<file path="config.mk">
export PLATFORM = sky130hd
export DESIGN_NAME = elevator_dispatch_scorer_core
export DESIGN_NICKNAME = d
export VERILOG_FILES = /design/src/rtl/eds_pkg.sv /design/src/rtl/elevator_dispatch_scorer_core.sv /design/src/rtl/eds_mod.sv /design/src/rtl/eds_datapath.sv /design/src/rtl/eds_ctrl.sv
export SDC_FILE = /design/constraint.sdc
export NUM_CORES = 1
export LEC_CHECK = 0
export ABC_CLOCK_PERIOD_IN_PS = 6300
export CORE_MARGIN = 2
export CORE_UTILIZATION = 51
export DETAILED_ROUTE_END_ITERATION = 16
export DONT_BUFFER_PORTS = 1
export GPL_ROUTABILITY_DRIVEN = 1
export GPL_TIMING_DRIVEN = 0
export HOLD_SLACK_MARGIN = 0.12
export PLACE_DENSITY = 0.66
export SYNTH_ARGS = -nofsm -noshare
export SYNTH_HDL_FRONTEND = slang
export SYNTH_SLANG_ARGS = --single-unit
</file>
<file path="constraint.sdc">
create_clock -name clk -period 6.3 [get_ports clk]
set_clock_uncertainty 0.2 [all_clocks]
set_input_delay 0 -clock clk [delete_from_list [all_inputs] [get_ports clk]]
set_output_delay 0 -clock clk [all_outputs]
set_load 0.05 [all_outputs]
</file>
<file path="src/rtl/eds_pkg.sv">
// Shared types and constants for the elevator dispatch scorer.
// Used by every module in rtl/; depends on nothing else.
package eds_pkg;

  localparam int MAX_CARS   = 16;
  localparam int FLOOR_BITS = 8;

  localparam int FLOOR_W = 8;
  localparam int IDX_W   = 4;
  localparam int HEAD_W  = 2;
  localparam int SCORE_W = 10;
  // Signed width that holds every intermediate travel cost.
  localparam int COST_W  = 12;

  localparam int FLOOR_KEEP = (FLOOR_BITS > FLOOR_W) ? FLOOR_W : FLOOR_BITS;
  localparam logic [FLOOR_W-1:0] FLOOR_MASK = FLOOR_W'((1 << FLOOR_KEEP) - 1);

  localparam logic [SCORE_W-1:0] CEIL_RESET = SCORE_W'(100);

  localparam logic [HEAD_W-1:0] HEAD_DOWN = 2'd0;
  localparam logic [HEAD_W-1:0] HEAD_UP   = 2'd1;

  typedef struct packed {
    logic load;       // capture the accepted request
    logic mod_start;  // start room mod capacity
    logic score;      // register the clamped score
    logic update;     // compare against the bound and keep
    logic emit;       // load the result register and restart the run
  } eds_cmd_t;

  typedef struct packed {
    logic eligible;
    logic last;
    logic mod_done;
  } eds_sts_t;

endpackage

</file>
<file path="src/rtl/elevator_dispatch_scorer_core.sv">
// Nearest-car dispatch scorer, top level.
// Depends on eds_pkg, eds_ctrl, eds_datapath and eds_mod.
//
// Usage: for one passenger request, send one request per elevator car on
// the input channel (in_valid/in_ready), marking the final car with
// last_car. Each eligible car is scored as (room mod capacity) plus a
// direction-dependent travel distance; the lowest score strictly below
// score_ceiling wins, ties going to the earlier car. After the last car
// one result (found, chosen_car, chosen_score) appears on the output
// channel (out_valid/out_ready).
// Timing: a request is taken only while the controller is idle, so the next
// request waits until the previous one finishes; an eligible car also runs
// through the 8-step remainder unit. A result is valid the cycle after the
// last request finishes.
// Stall: the result sits in an output register, so new requests are taken
// while it waits; a last request that completes while the register is
// still full holds until the receiver takes the old result.
// Reset: score_ceiling returns to 100, the run restarts and no result is
// pending. cfg_write loads score_ceiling; write it only while idle.
module elevator_dispatch_scorer_core (
  input  logic                        clk,
  input  logic                        rst,
  input  logic                        cfg_write,
  input  logic [eds_pkg::SCORE_W-1:0] cfg_data,
  input  logic                        in_valid,
  output logic                        in_ready,
  input  logic [eds_pkg::FLOOR_W-1:0] request_start,
  input  logic [eds_pkg::FLOOR_W-1:0] request_end,
  input  logic [eds_pkg::IDX_W-1:0]   car_index,
  input  logic [eds_pkg::FLOOR_W-1:0] car_lowest,
  input  logic [eds_pkg::FLOOR_W-1:0] car_highest,
  input  logic [eds_pkg::FLOOR_W-1:0] car_capacity,
  input  logic [eds_pkg::FLOOR_W-1:0] car_floor,
  input  logic [eds_pkg::HEAD_W-1:0]  car_heading,
  input  logic [eds_pkg::FLOOR_W-1:0] car_room,
  input  logic                        status_valid,
  input  logic                        last_car,
  output logic                        out_valid,
  input  logic                        out_ready,
  output logic                        found,
  output logic [eds_pkg::IDX_W-1:0]   chosen_car,
  output logic [eds_pkg::SCORE_W-1:0] chosen_score
);
  import eds_pkg::*;

  eds_cmd_t cmd;
  eds_sts_t sts;

  eds_ctrl u_ctrl (
    .clk       (clk),
    .rst       (rst),
    .in_valid  (in_valid),
    .in_ready  (in_ready),
    .out_valid (out_valid),
    .out_ready (out_ready),
    .sts       (sts),
    .cmd       (cmd)
  );

  eds_datapath u_dp (
    .clk           (clk),
    .rst           (rst),
    .cmd           (cmd),
    .sts           (sts),
    .cfg_write     (cfg_write),
    .cfg_data      (cfg_data),
    .request_start (request_start),
    .request_end   (request_end),
    .car_index     (car_index),
    .car_lowest    (car_lowest),
    .car_highest   (car_highest),
    .car_capacity  (car_capacity),
    .car_floor     (car_floor),
    .car_heading   (car_heading),
    .car_room      (car_room),
    .status_valid  (status_valid),
    .last_car      (last_car),
    .found         (found),
    .chosen_car    (chosen_car),
    .chosen_score  (chosen_score)
  );

  // one request in flight at a time
  a_one_in_flight: assert property (@(posedge clk) disable iff (rst)
    in_valid && in_ready |=> !in_ready)
    else $error("request accepted while another is in flight");

  // never overwrite a result the receiver has not taken
  a_no_overwrite: assert property (@(posedge clk) disable iff (rst)
    cmd.emit |-> (!out_valid || out_ready))
    else $error("result register overwritten");

  a_none_is_zero: assert property (@(posedge clk) disable iff (rst)
    out_valid && !found |-> chosen_car == '0)
    else $error("chosen_car nonzero with no car found");

  a_mod_only_eligible: assert property (@(posedge clk) disable iff (rst)
    cmd.mod_start |-> sts.eligible)
    else $error("remainder started for an ineligible car");

endmodule

</file>
<file path="src/rtl/eds_mod.sv">
// Iterative remainder unit: one restoring step per cycle.
// Depends on eds_pkg.
module eds_mod (
  input  logic                        clk,
  input  logic                        rst,
  input  logic                        start,
  input  logic [eds_pkg::FLOOR_W-1:0] dividend,
  input  logic [eds_pkg::FLOOR_W-1:0] divisor,
  output logic                        done,
  output logic [eds_pkg::FLOOR_W-1:0] rem
);
  import eds_pkg::*;

  localparam int CNT_W = $clog2(FLOOR_W);
  localparam logic [CNT_W-1:0] LAST_STEP = CNT_W'(FLOOR_W - 1);

  logic               busy;
  logic [CNT_W-1:0]   cnt;
  logic [FLOOR_W-1:0] dvd;
  logic [FLOOR_W:0]   trial;
  logic [FLOOR_W:0]   diff;

  assign trial = {rem, dvd[FLOOR_W-1]};
  assign diff  = trial - {1'b0, divisor};
  assign done  = busy && (cnt == LAST_STEP);

  always_ff @(posedge clk) begin
    if (rst) begin
      busy <= 1'b0;
      cnt  <= '0;
    end else if (start) begin
      busy <= 1'b1;
      cnt  <= '0;
    end else if (busy) begin
      cnt <= cnt + 1'b1;
      if (cnt == LAST_STEP) begin
        busy <= 1'b0;
      end
    end
  end

  always_ff @(posedge clk) begin
    if (start) begin
      rem <= '0;
      dvd <= dividend;
    end else if (busy) begin
      dvd <= dvd << 1;
      // restore when the trial is below the divisor
      if (diff[FLOOR_W]) begin
        rem <= trial[FLOOR_W-1:0];
      end else begin
        rem <= diff[FLOOR_W-1:0];
      end
    end
  end

endmodule

</file>
<file path="src/rtl/eds_datapath.sv">
// Datapath: request registers, eligibility, travel cost, running best
// and result register. Depends on eds_pkg and eds_mod.
module eds_datapath (
  input  logic                        clk,
  input  logic                        rst,
  input  eds_pkg::eds_cmd_t           cmd,
  output eds_pkg::eds_sts_t           sts,
  input  logic                        cfg_write,
  input  logic [eds_pkg::SCORE_W-1:0] cfg_data,
  input  logic [eds_pkg::FLOOR_W-1:0] request_start,
  input  logic [eds_pkg::FLOOR_W-1:0] request_end,
  input  logic [eds_pkg::IDX_W-1:0]   car_index,
  input  logic [eds_pkg::FLOOR_W-1:0] car_lowest,
  input  logic [eds_pkg::FLOOR_W-1:0] car_highest,
  input  logic [eds_pkg::FLOOR_W-1:0] car_capacity,
  input  logic [eds_pkg::FLOOR_W-1:0] car_floor,
  input  logic [eds_pkg::HEAD_W-1:0]  car_heading,
  input  logic [eds_pkg::FLOOR_W-1:0] car_room,
  input  logic                        status_valid,
  input  logic                        last_car,
  output logic                        found,
  output logic [eds_pkg::IDX_W-1:0]   chosen_car,
  output logic [eds_pkg::SCORE_W-1:0] chosen_score
);
  import eds_pkg::*;

  logic [FLOOR_W-1:0] f_start, f_end, f_lo, f_hi, f_cap, f_floor, f_room;
  logic [IDX_W-1:0]   f_idx;
  logic [HEAD_W-1:0]  f_head;
  logic               f_valid, f_last;

  logic [SCORE_W-1:0] ceiling;
  logic [SCORE_W-1:0] best_score;
  logic [IDX_W-1:0]   best_car;
  logic               have_best;
  logic [SCORE_W-1:0] score;
  logic [SCORE_W-1:0] bound;

  logic [FLOOR_W-1:0] m;
  logic               mod_done;

  logic signed [COST_W-1:0] s_x, c_x, lo_x, hi_x, m_x, raw;
  logic                     going_up;
  logic [SCORE_W-1:0]       score_next;

  eds_mod u_mod (
    .clk      (clk),
    .rst      (rst),
    .start    (cmd.mod_start),
    .dividend (f_room),
    .divisor  (f_cap),
    .done     (mod_done),
    .rem      (m)
  );

  always_ff @(posedge clk) begin
    if (cmd.load) begin
      f_start <= request_start & FLOOR_MASK;
      f_end   <= request_end & FLOOR_MASK;
      f_idx   <= car_index;
      f_lo    <= car_lowest & FLOOR_MASK;
      f_hi    <= car_highest & FLOOR_MASK;
      f_cap   <= car_capacity;
      f_floor <= car_floor & FLOOR_MASK;
      f_head  <= car_heading;
      f_room  <= car_room;
      f_valid <= status_valid;
      f_last  <= last_car;
    end
  end

  assign sts.eligible = f_valid && ({1'b0, f_idx} < (IDX_W+1)'(MAX_CARS)) &&
                        (f_lo <= f_start) && (f_start <= f_hi) &&
                        (f_lo <= f_end) && (f_end <= f_hi) &&
                        (f_room != '0) && (f_cap != '0);
  assign sts.last     = f_last;
  assign sts.mod_done = mod_done;

  assign s_x  = $signed({{(COST_W-FLOOR_W){1'b0}}, f_start});
  assign c_x  = $signed({{(COST_W-FLOOR_W){1'b0}}, f_floor});
  assign lo_x = $signed({{(COST_W-FLOOR_W){1'b0}}, f_lo});
  assign hi_x = $signed({{(COST_W-FLOOR_W){1'b0}}, f_hi});
  assign m_x  = $signed({{(COST_W-FLOOR_W){1'b0}}, m});
  assign going_up = f_start < f_end;

  always_comb begin
    if (!going_up && (c_x >= s_x)) begin
      if (f_head == HEAD_DOWN) begin
        raw = m_x + c_x - s_x;
      end else begin
        raw = m_x + ((hi_x - c_x) <<< 1) + (c_x - s_x);
      end
    end else if (going_up && (c_x <= s_x)) begin
      if (f_head == HEAD_UP) begin
        raw = m_x + s_x - c_x;
      end else begin
        raw = m_x + ((c_x - lo_x) <<< 1) + (s_x - c_x);
      end
    end else if (f_head == HEAD_DOWN) begin
      raw = m_x + (c_x - lo_x) + (s_x - lo_x);
    end else begin
      raw = m_x + (hi_x - c_x) + hi_x + (s_x - lo_x);
    end
  end

  // clamp a negative cost (car outside its own range) to zero
  assign score_next = raw[COST_W-1] ? '0 : raw[SCORE_W-1:0];

  always_ff @(posedge clk) begin
    if (cmd.score) begin
      score <= score_next;
    end
  end

  assign bound = have_best ? best_score : ceiling;

  always_ff @(posedge clk) begin
    if (rst) begin
      ceiling <= CEIL_RESET;
    end else if (cfg_write) begin
      ceiling <= cfg_data;
    end
  end

  always_ff @(posedge clk) begin
    if (rst) begin
      have_best  <= 1'b0;
      best_car   <= '0;
      best_score <= CEIL_RESET;
    end else if (cmd.emit) begin
      have_best <= 1'b0;
      best_car  <= '0;
    end else if (cmd.update && (score < bound)) begin
      have_best  <= 1'b1;
      best_car   <= f_idx;
      best_score <= score;
    end
  end

  always_ff @(posedge clk) begin
    if (cmd.emit) begin
      found        <= have_best;
      chosen_car   <= have_best ? best_car : '0;
      chosen_score <= bound;
    end
  end

endmodule

</file>
<file path="src/rtl/eds_ctrl.sv">
// Controller: sequences one request through check and, when eligible, remainder,
// scoring and update, and owns both handshakes. Depends on eds_pkg.
module eds_ctrl (
  input  logic              clk,
  input  logic              rst,
  input  logic              in_valid,
  output logic              in_ready,
  output logic              out_valid,
  input  logic              out_ready,
  input  eds_pkg::eds_sts_t sts,
  output eds_pkg::eds_cmd_t cmd
);
  import eds_pkg::*;

  typedef enum logic [5:0] {
    S_IDLE   = 6'b000001,
    S_CHECK  = 6'b000010,
    S_MOD    = 6'b000100,
    S_SCORE  = 6'b001000,
    S_UPDATE = 6'b010000,
    S_FINISH = 6'b100000
  } state_t;

  state_t state, state_next;
  logic   slot_free;

  assign in_ready  = (state == S_IDLE);
  assign slot_free = !out_valid || out_ready;

  always_comb begin
    state_next    = state;
    cmd           = '0;
    cmd.load      = in_valid && in_ready;
    unique case (state)
      S_IDLE: begin
        if (in_valid) begin
          state_next = S_CHECK;
        end
      end
      S_CHECK: begin
        if (sts.eligible) begin
          cmd.mod_start = 1'b1;
          state_next    = S_MOD;
        end else begin
          state_next = S_FINISH;
        end
      end
      S_MOD: begin
        if (sts.mod_done) begin
          state_next = S_SCORE;
        end
      end
      S_SCORE: begin
        cmd.score  = 1'b1;
        state_next = S_UPDATE;
      end
      S_UPDATE: begin
        cmd.update = 1'b1;
        state_next = S_FINISH;
      end
      S_FINISH: begin
        // hold the final request until the result register frees up
        if (!sts.last) begin
          state_next = S_IDLE;
        end else if (slot_free) begin
          cmd.emit   = 1'b1;
          state_next = S_IDLE;
        end
      end
      default: state_next = S_IDLE;
    endcase
  end

  always_ff @(posedge clk) begin
    if (rst) begin
      state     <= S_IDLE;
      out_valid <= 1'b0;
    end else begin
      state <= state_next;
      if (cmd.emit) begin
        out_valid <= 1'b1;
      end else if (out_ready) begin
        out_valid <= 1'b0;
      end
    end
  end

endmodule
</file>
-- Word level (Yosys, flattened, before mapping)
Index checks and enable logic that the tools add are counted.
- memory bits (read-only): 0
- output and inout port bits: 17
- bits in latches: 0
- flip-flop bits (word level): 141
- input port bits: 79
- memory bits (writable): 0
- memories: 0
- div/mod/pow operators: 0
- eq/ne operators: 11
- muxes and demuxes: 27
- add/subtract/negate cells: 20
- reduce and logical (&&, ||, !) cells: 23
- bitwise logic cells: 1
- multipliers: 0
- magnitude comparators: 8
- shift-type cells: 0
- operator list (cell ; count):
    $mux W12 ; 5
    $add A12 B12 Y12 ; 4
    $add A9 B12 Y12 ; 4
    $sub A8 B8 Y9 ; 5
    $le A8 B8 Y1 ; 5
    $pmux W6 S6 ; 1
    $mux W6 ; 5
    $mux W8 ; 3
    $sub A12 B9 Y12 ; 2
    $add A8 B8 Y9 ; 2
    $reduce_bool A8 Y1 ; 2
    $add A12 B9 Y12 ; 1
    $mux W1 ; 12
    $logic_and A1 B1 Y1 ; 11
    $lt A10 B10 Y1 ; 1
    $mux W10 ; 1
    $sub A9 B8 Y9 ; 1
    $ge A8 B8 Y1 ; 1
    $lt A8 B8 Y1 ; 1
    $eq A6 B1 Y1 const B ; 1
    $eq A6 B2 Y1 const B ; 1
    $eq A6 B3 Y1 const B ; 1
    $eq A6 B4 Y1 const B ; 1
    $eq A6 B5 Y1 const B ; 1
    15 further kinds ; 18

-- Depth between registers and ports, before layout
- word-level depth: 10
- depth in mapped cells: 22
- depth with buffers taken out: 21

-- Hierarchy
From an unflattened synthesis, not the netlist that was laid out.
- cells, all modules: 1246
- area, all modules: 12230.5 µm²
- modules (own cells, without submodules) (module ; area each (µm²) ; cells each ; instances):
    eds_datapath ; 10528.8 ; 1067 ; 1
    eds_mod ; 1293.7 ; 128 ; 1
    eds_ctrl ; 407.9 ; 51 ; 1

-- Least setup slack after synthesis
No wires, ideal clock.
- kind: register to register
- start point: register u_dp.f_start[0]
- end point: register u_dp.score[1], data pin
- path slack: 0.776 ns
- arrival: 5.041 ns
- stages on the path, launching flop included: 22
- required time: 5.817 ns
- period minus slack after synthesis: 5.524 ns
- setup time: 0.283 ns
- buffers on the path: 1
- cell sequence: edfxtp_1 -> inv_1 -> ha_1 -> inv_1 -> fa_1 -> a21o_1 -> a21oi_1 -> o21bai_1 -> a21oi_1 -> xor2_1 -> fa_1 -> fa_1 -> inv_1 -> ha_1 -> o2111a_1 -> or3_4 -> o311a_1 -> a2111o_1 -> a32oi_1 -> o211a_1 -> buf_6 -> a311oi_1
- cells in the longest elaborated chain, start to end: 5
- RTL lines (what ; line ; source):
    start: declaration ; eds_datapath.sv:27 ; logic [FLOOR_W-1:0] f_start, f_end, f_lo, f_hi, f_cap, f_floor, f_room;
    start signal: assignment ; eds_datapath.sv:58 ; f_start <= request_start & FLOOR_MASK;
    $sub A8 B8 Y9 (tied with other cells) ; eds_datapath.sv:100, eds_datapath.sv:102 ;
    $add A12 B12 Y12 (tied with other cells) ; eds_datapath.sv:102 ; raw = m_x + (hi_x - c_x) + hi_x + (s_x - lo_x);
    $mux W12, on equally long branches ; eds_datapath.sv:99, eds_datapath.sv:94 ;
    $mux W12 ; eds_datapath.sv:93 ; end else if (going_up && (c_x <= s_x)) begin
    $mux W12 (*) ; eds_datapath.sv:87 ; if (!going_up && (c_x >= s_x)) begin
    end signal: assignment ; eds_datapath.sv:111 ; score <= score_next;
    end: declaration ; eds_datapath.sv:36 ; logic [SCORE_W-1:0] score;
Every way passes the cells marked *; elsewhere a longest branch is shown, timed or not.
A chain may end at the register's enable or synchronous reset.

-- Worst setup path in the final report
Same ends and word-level chain as after synthesis.

==> impl_metrics.env <==
export IMPL_cp_start_kind="register"
export IMPL_hold_ws_ps=157
export IMPL_io_buffers=0
export IMPL_fill_cells=1858
export IMPL_place_area_sq_um=12600
export IMPL_cts_buffers=17
export IMPL_final_util_pct=63.4
export IMPL_dr_wl_met3_mm=1.64
export IMPL_multi_input_area_sq_um=7700
export IMPL_drt_met1_wl_mm=14.9
export IMPL_p_leak_nw=6.56
export IMPL_postSynthAreaPerCell_sq_um=9.74
export IMPL_wirelength_mm=34.4
export IMPL_cts_tree="yes"
export IMPL_postLayoutCellArea_sq_um=14900
export IMPL_grtUsageTotal_pct=27.6
export IMPL_grt_pass1_wl_mm=54.4
export IMPL_drc=0
export IMPL_min_path_type="primary input to register"
export IMPL_ys_ff_latch=141
export IMPL_dieArea_sq_um=25200
export IMPL_total_power_mw=8.81
export IMPL_critPathKind="register to register"
export IMPL_path_max_fanout=10
export IMPL_status="finished, final reports clean"
export IMPL_grt_antenna_before_repair=0
export IMPL_row_count=56
export IMPL_place_inst=1572
export IMPL_synth_area_sq_um=12200
export IMPL_viasPerCell=5.59
export IMPL_start_util_pct=52.0
export IMPL_powerDensity_nw_per_um2=592
export IMPL_rsz0062_at_grt="false"
export IMPL_hpwlAfterDp_mm=25.5
export IMPL_htreeDepth=4
export IMPL_synthesis_nets=1554
export IMPL_clk_latency_ps=440
export IMPL_via_count=9903
export IMPL_clk_pin_slew_ps=70
export IMPL_synth_edf_count=97
export IMPL_end_kind="register"
export IMPL_num_nets_final=1741
export IMPL_cts_sinks=141
export IMPL_setup_viol=0
export IMPL_yosysWarnings=0
export IMPL_ioPinCount=96
export IMPL_grt_overflow=0
export IMPL_synth_area_leaders="edfxtp_1 24%, ha_1 17%, fa_1 8.5%, dfxtp_1 7.2%, inv_1 5.2%"
export IMPL_slowest_delay_ps=520
export IMPL_synthToLayoutAreaGrowth_pct=22.0
export IMPL_slew_headroom_pct=30.3
export IMPL_cp_arrival_ps=6000
export IMPL_dieWidth_um=159
export IMPL_syn_inst=1253
export IMPL_first_iter_violations=511
export IMPL_clock_fmax_ghz=0.164
export IMPL_synth_top_area_share_pct=23.9
export IMPL_grt_pass1_vias=10200
export IMPL_gp_congestion=0.979
export IMPL_core_area_sq_um=23500
export IMPL_fin_crit_sh_pct=96.5
export IMPL_synth_top_cell_by_area="edfxtp_1"
export IMPL_dr_wl_met2_mm=16.5
export IMPL_dp_slack_ps=-220
export IMPL_cpMaxStageDelayCell="fa_1"
export IMPL_yosysUniqueCellTypes=68
export IMPL_synth_seq_area_share_pct=31.1
export IMPL_worstMarginPinSlew_ps=1040
export IMPL_period_minus_slack_ps=6080
export IMPL_async_flop_share_pct=0
export IMPL_required_ps=6220
export IMPL_grt_max_degree=65
export IMPL_ir_drop_uv=288
export IMPL_final_cell_mix="170 x inv_1, 170 x ha_1, 161 x dlygate4sd3_1, 103 x nor2_1, 97 x edfxtp_1"
export IMPL_fin_setup_tns_ps=0
export IMPL_routed_top_layer="met4"
export IMPL_instances_no_fill=1772
export IMPL_die_y_um=159
export IMPL_slew_viol_final=0
export IMPL_root_buffer="clkbuf_16"
export IMPL_wl_per_cell_um=19.4
export IMPL_seqCellArea_sq_um=3790
export IMPL_dr_pass1_iters=5
export IMPL_synth_flop_cell="edfxtp_1"
export IMPL_cp_cell_sequence="inv_1 -> ha_1 -> inv_1 -> fa_1 -> a21o_1 -> a21oi_2 -> o21bai_1 -> a21oi_1 -> xor2_2 -> fa_1 -> fa_1 -> inv_1 -> ha_1 -> o2111a_1 -> or3_4 -> o311a_1 -> a2111o_1 -> a32oi_1 -> o211a_1 -> buf_6 -> a311oi_2"
export IMPL_drive_above_1_share_pct=5.85
export IMPL_antenna_left=0
export IMPL_hold_viol_final=0
export IMPL_fin_ws_ps=220
export IMPL_num_antenna_cells=0
export IMPL_cap_violations=0
export IMPL_cts_path_max_buffers=2
-- where the power goes --
part	internal [mW]	switching [mW]	leakage, nW	total, mW
Combinational	2.80	3.75	5.01	6.55
Sequential	1.14	0.142	1.28	1.28
Clock	0.519	0.464	0.268	0.983
Total	4.45	4.36	6.56	8.81
-- synth_stat cells, drive strengths merged (5+ instances only) --
| library cell | number |
|---|---|
| ha | 170 |
| inv | 170 |
| nor2 | 103 |
| edfxtp | 97 |
| a21oi | 89 |
| xnor2 | 54 |
| fa | 52 |
| dfxtp | 44 |
| o21ai | 40 |
| nand2 | 38 |
| a21o | 37 |
| mux2i | 31 |
| xor2 | 26 |
| nor2b | 25 |
| nand3 | 23 |
| nor3 | 18 |
| a211oi | 17 |
| o21a | 17 |
| o211ai | 15 |
| buf | 14 |
| clkbuf | 14 |
| nand2b | 14 |
| o21bai | 13 |
| nand4 | 11 |
| and3 | 10 |
| mux2 | 8 |
| nor4 | 8 |
| or2 | 8 |
| nand3b | 7 |
| or3 | 7 |
| and2 | 6 |
| o2111ai | 6 |
| a2111oi | 5 |
| a311oi | 5 |
| a31oi | 5 |
| o31a | 5 |
-- cell type report --
| class | instances | area share [%] |
|---|---|---|
| clock buffers | 18 | 2.88 |
| well taps | 319 | 2.68 |
| clock inverters | 14 | 0.857 |
| plain buffers | 28 | 0.916 |
| multi-input cells | 914 | 51.7 |
| flip-flops and latches | 141 | 25.5 |
| repair buffers | 168 | 11.2 |
| inverters | 170 | 4.29 |
-- logic make-up (layout without fill, tap and decap cells) --
logic type	count (synthesis)	after routing	share of synthesized area [%]
XOR/XNOR	80	80	5.74
AO/OA/AOI/OAI	288	288	16.0
adder cells (fa/ha/maj)	222	222	26.0
multiplexers	39	39	3.28
buffers and inverters	198	398	6.34
AND/OR/NAND/NOR	285	285	11.6
flip-flops	141	141	31.1
-- final timing paths --
kind | from | to | slack (ps) | depth (start not counted)
hold reg to reg | u_dp.have_best | u_dp.found | 230 | 0
setup / recovery | u_dp.f_start[0] | u_dp.score[1] | 220 | 21
setup reg to reg | u_dp.f_start[0] | u_dp.score[1] | 220 | 21
hold / removal | cfg_write | u_dp.ceiling[6] | 160 | 3
-- worst max-delay path, delay by kind of cell, from the launching register on --
kind                       cells  cell delay, ps
AOI/OAI and AO/OA             10            2080
xor gates and xnor gates       1             220
adders and majority gates      5            1960
buffers and inverters          4             450
DFF                            1             440
and+or+nand+nor                1             400
-- sequential cells by signal, indices dropped and copies added (netlist names), 8 cells and up --
register / cells
u_dp.best_score: 10
u_dp.score: 10
u_dp.f_lo: 8
u_dp.ceiling: 10
u_dp.u_mod.rem: 8
u_dp.u_mod.dvd: 8
u_dp.f_floor: 8
u_dp.f_end: 8
u_dp.f_cap: 8
u_dp.f_hi: 8
u_dp.f_start: 8
u_dp.f_room: 8
u_dp.chosen_score: 10
-- routing by layer --
metal	vias up	GRT usage [%]
li1	4808	-
met1	4740	35.4
met2	296	46.9
met3	59	3.61
met4	0	11.8
met5	-	0
-- timing repair --
action / 4_1_cts / 5_1_grt
pin swaps: 0 / 1
buffers inserted: 0 / 7
cloned: 0 / 0
hold buffers: 161 / 0
endpoints found under the setup margin: 10 / 10
gates resized for setup: 6 / 4
endpoints found under the hold margin: 158 / 0
Power figures use the tool's default switching activity.
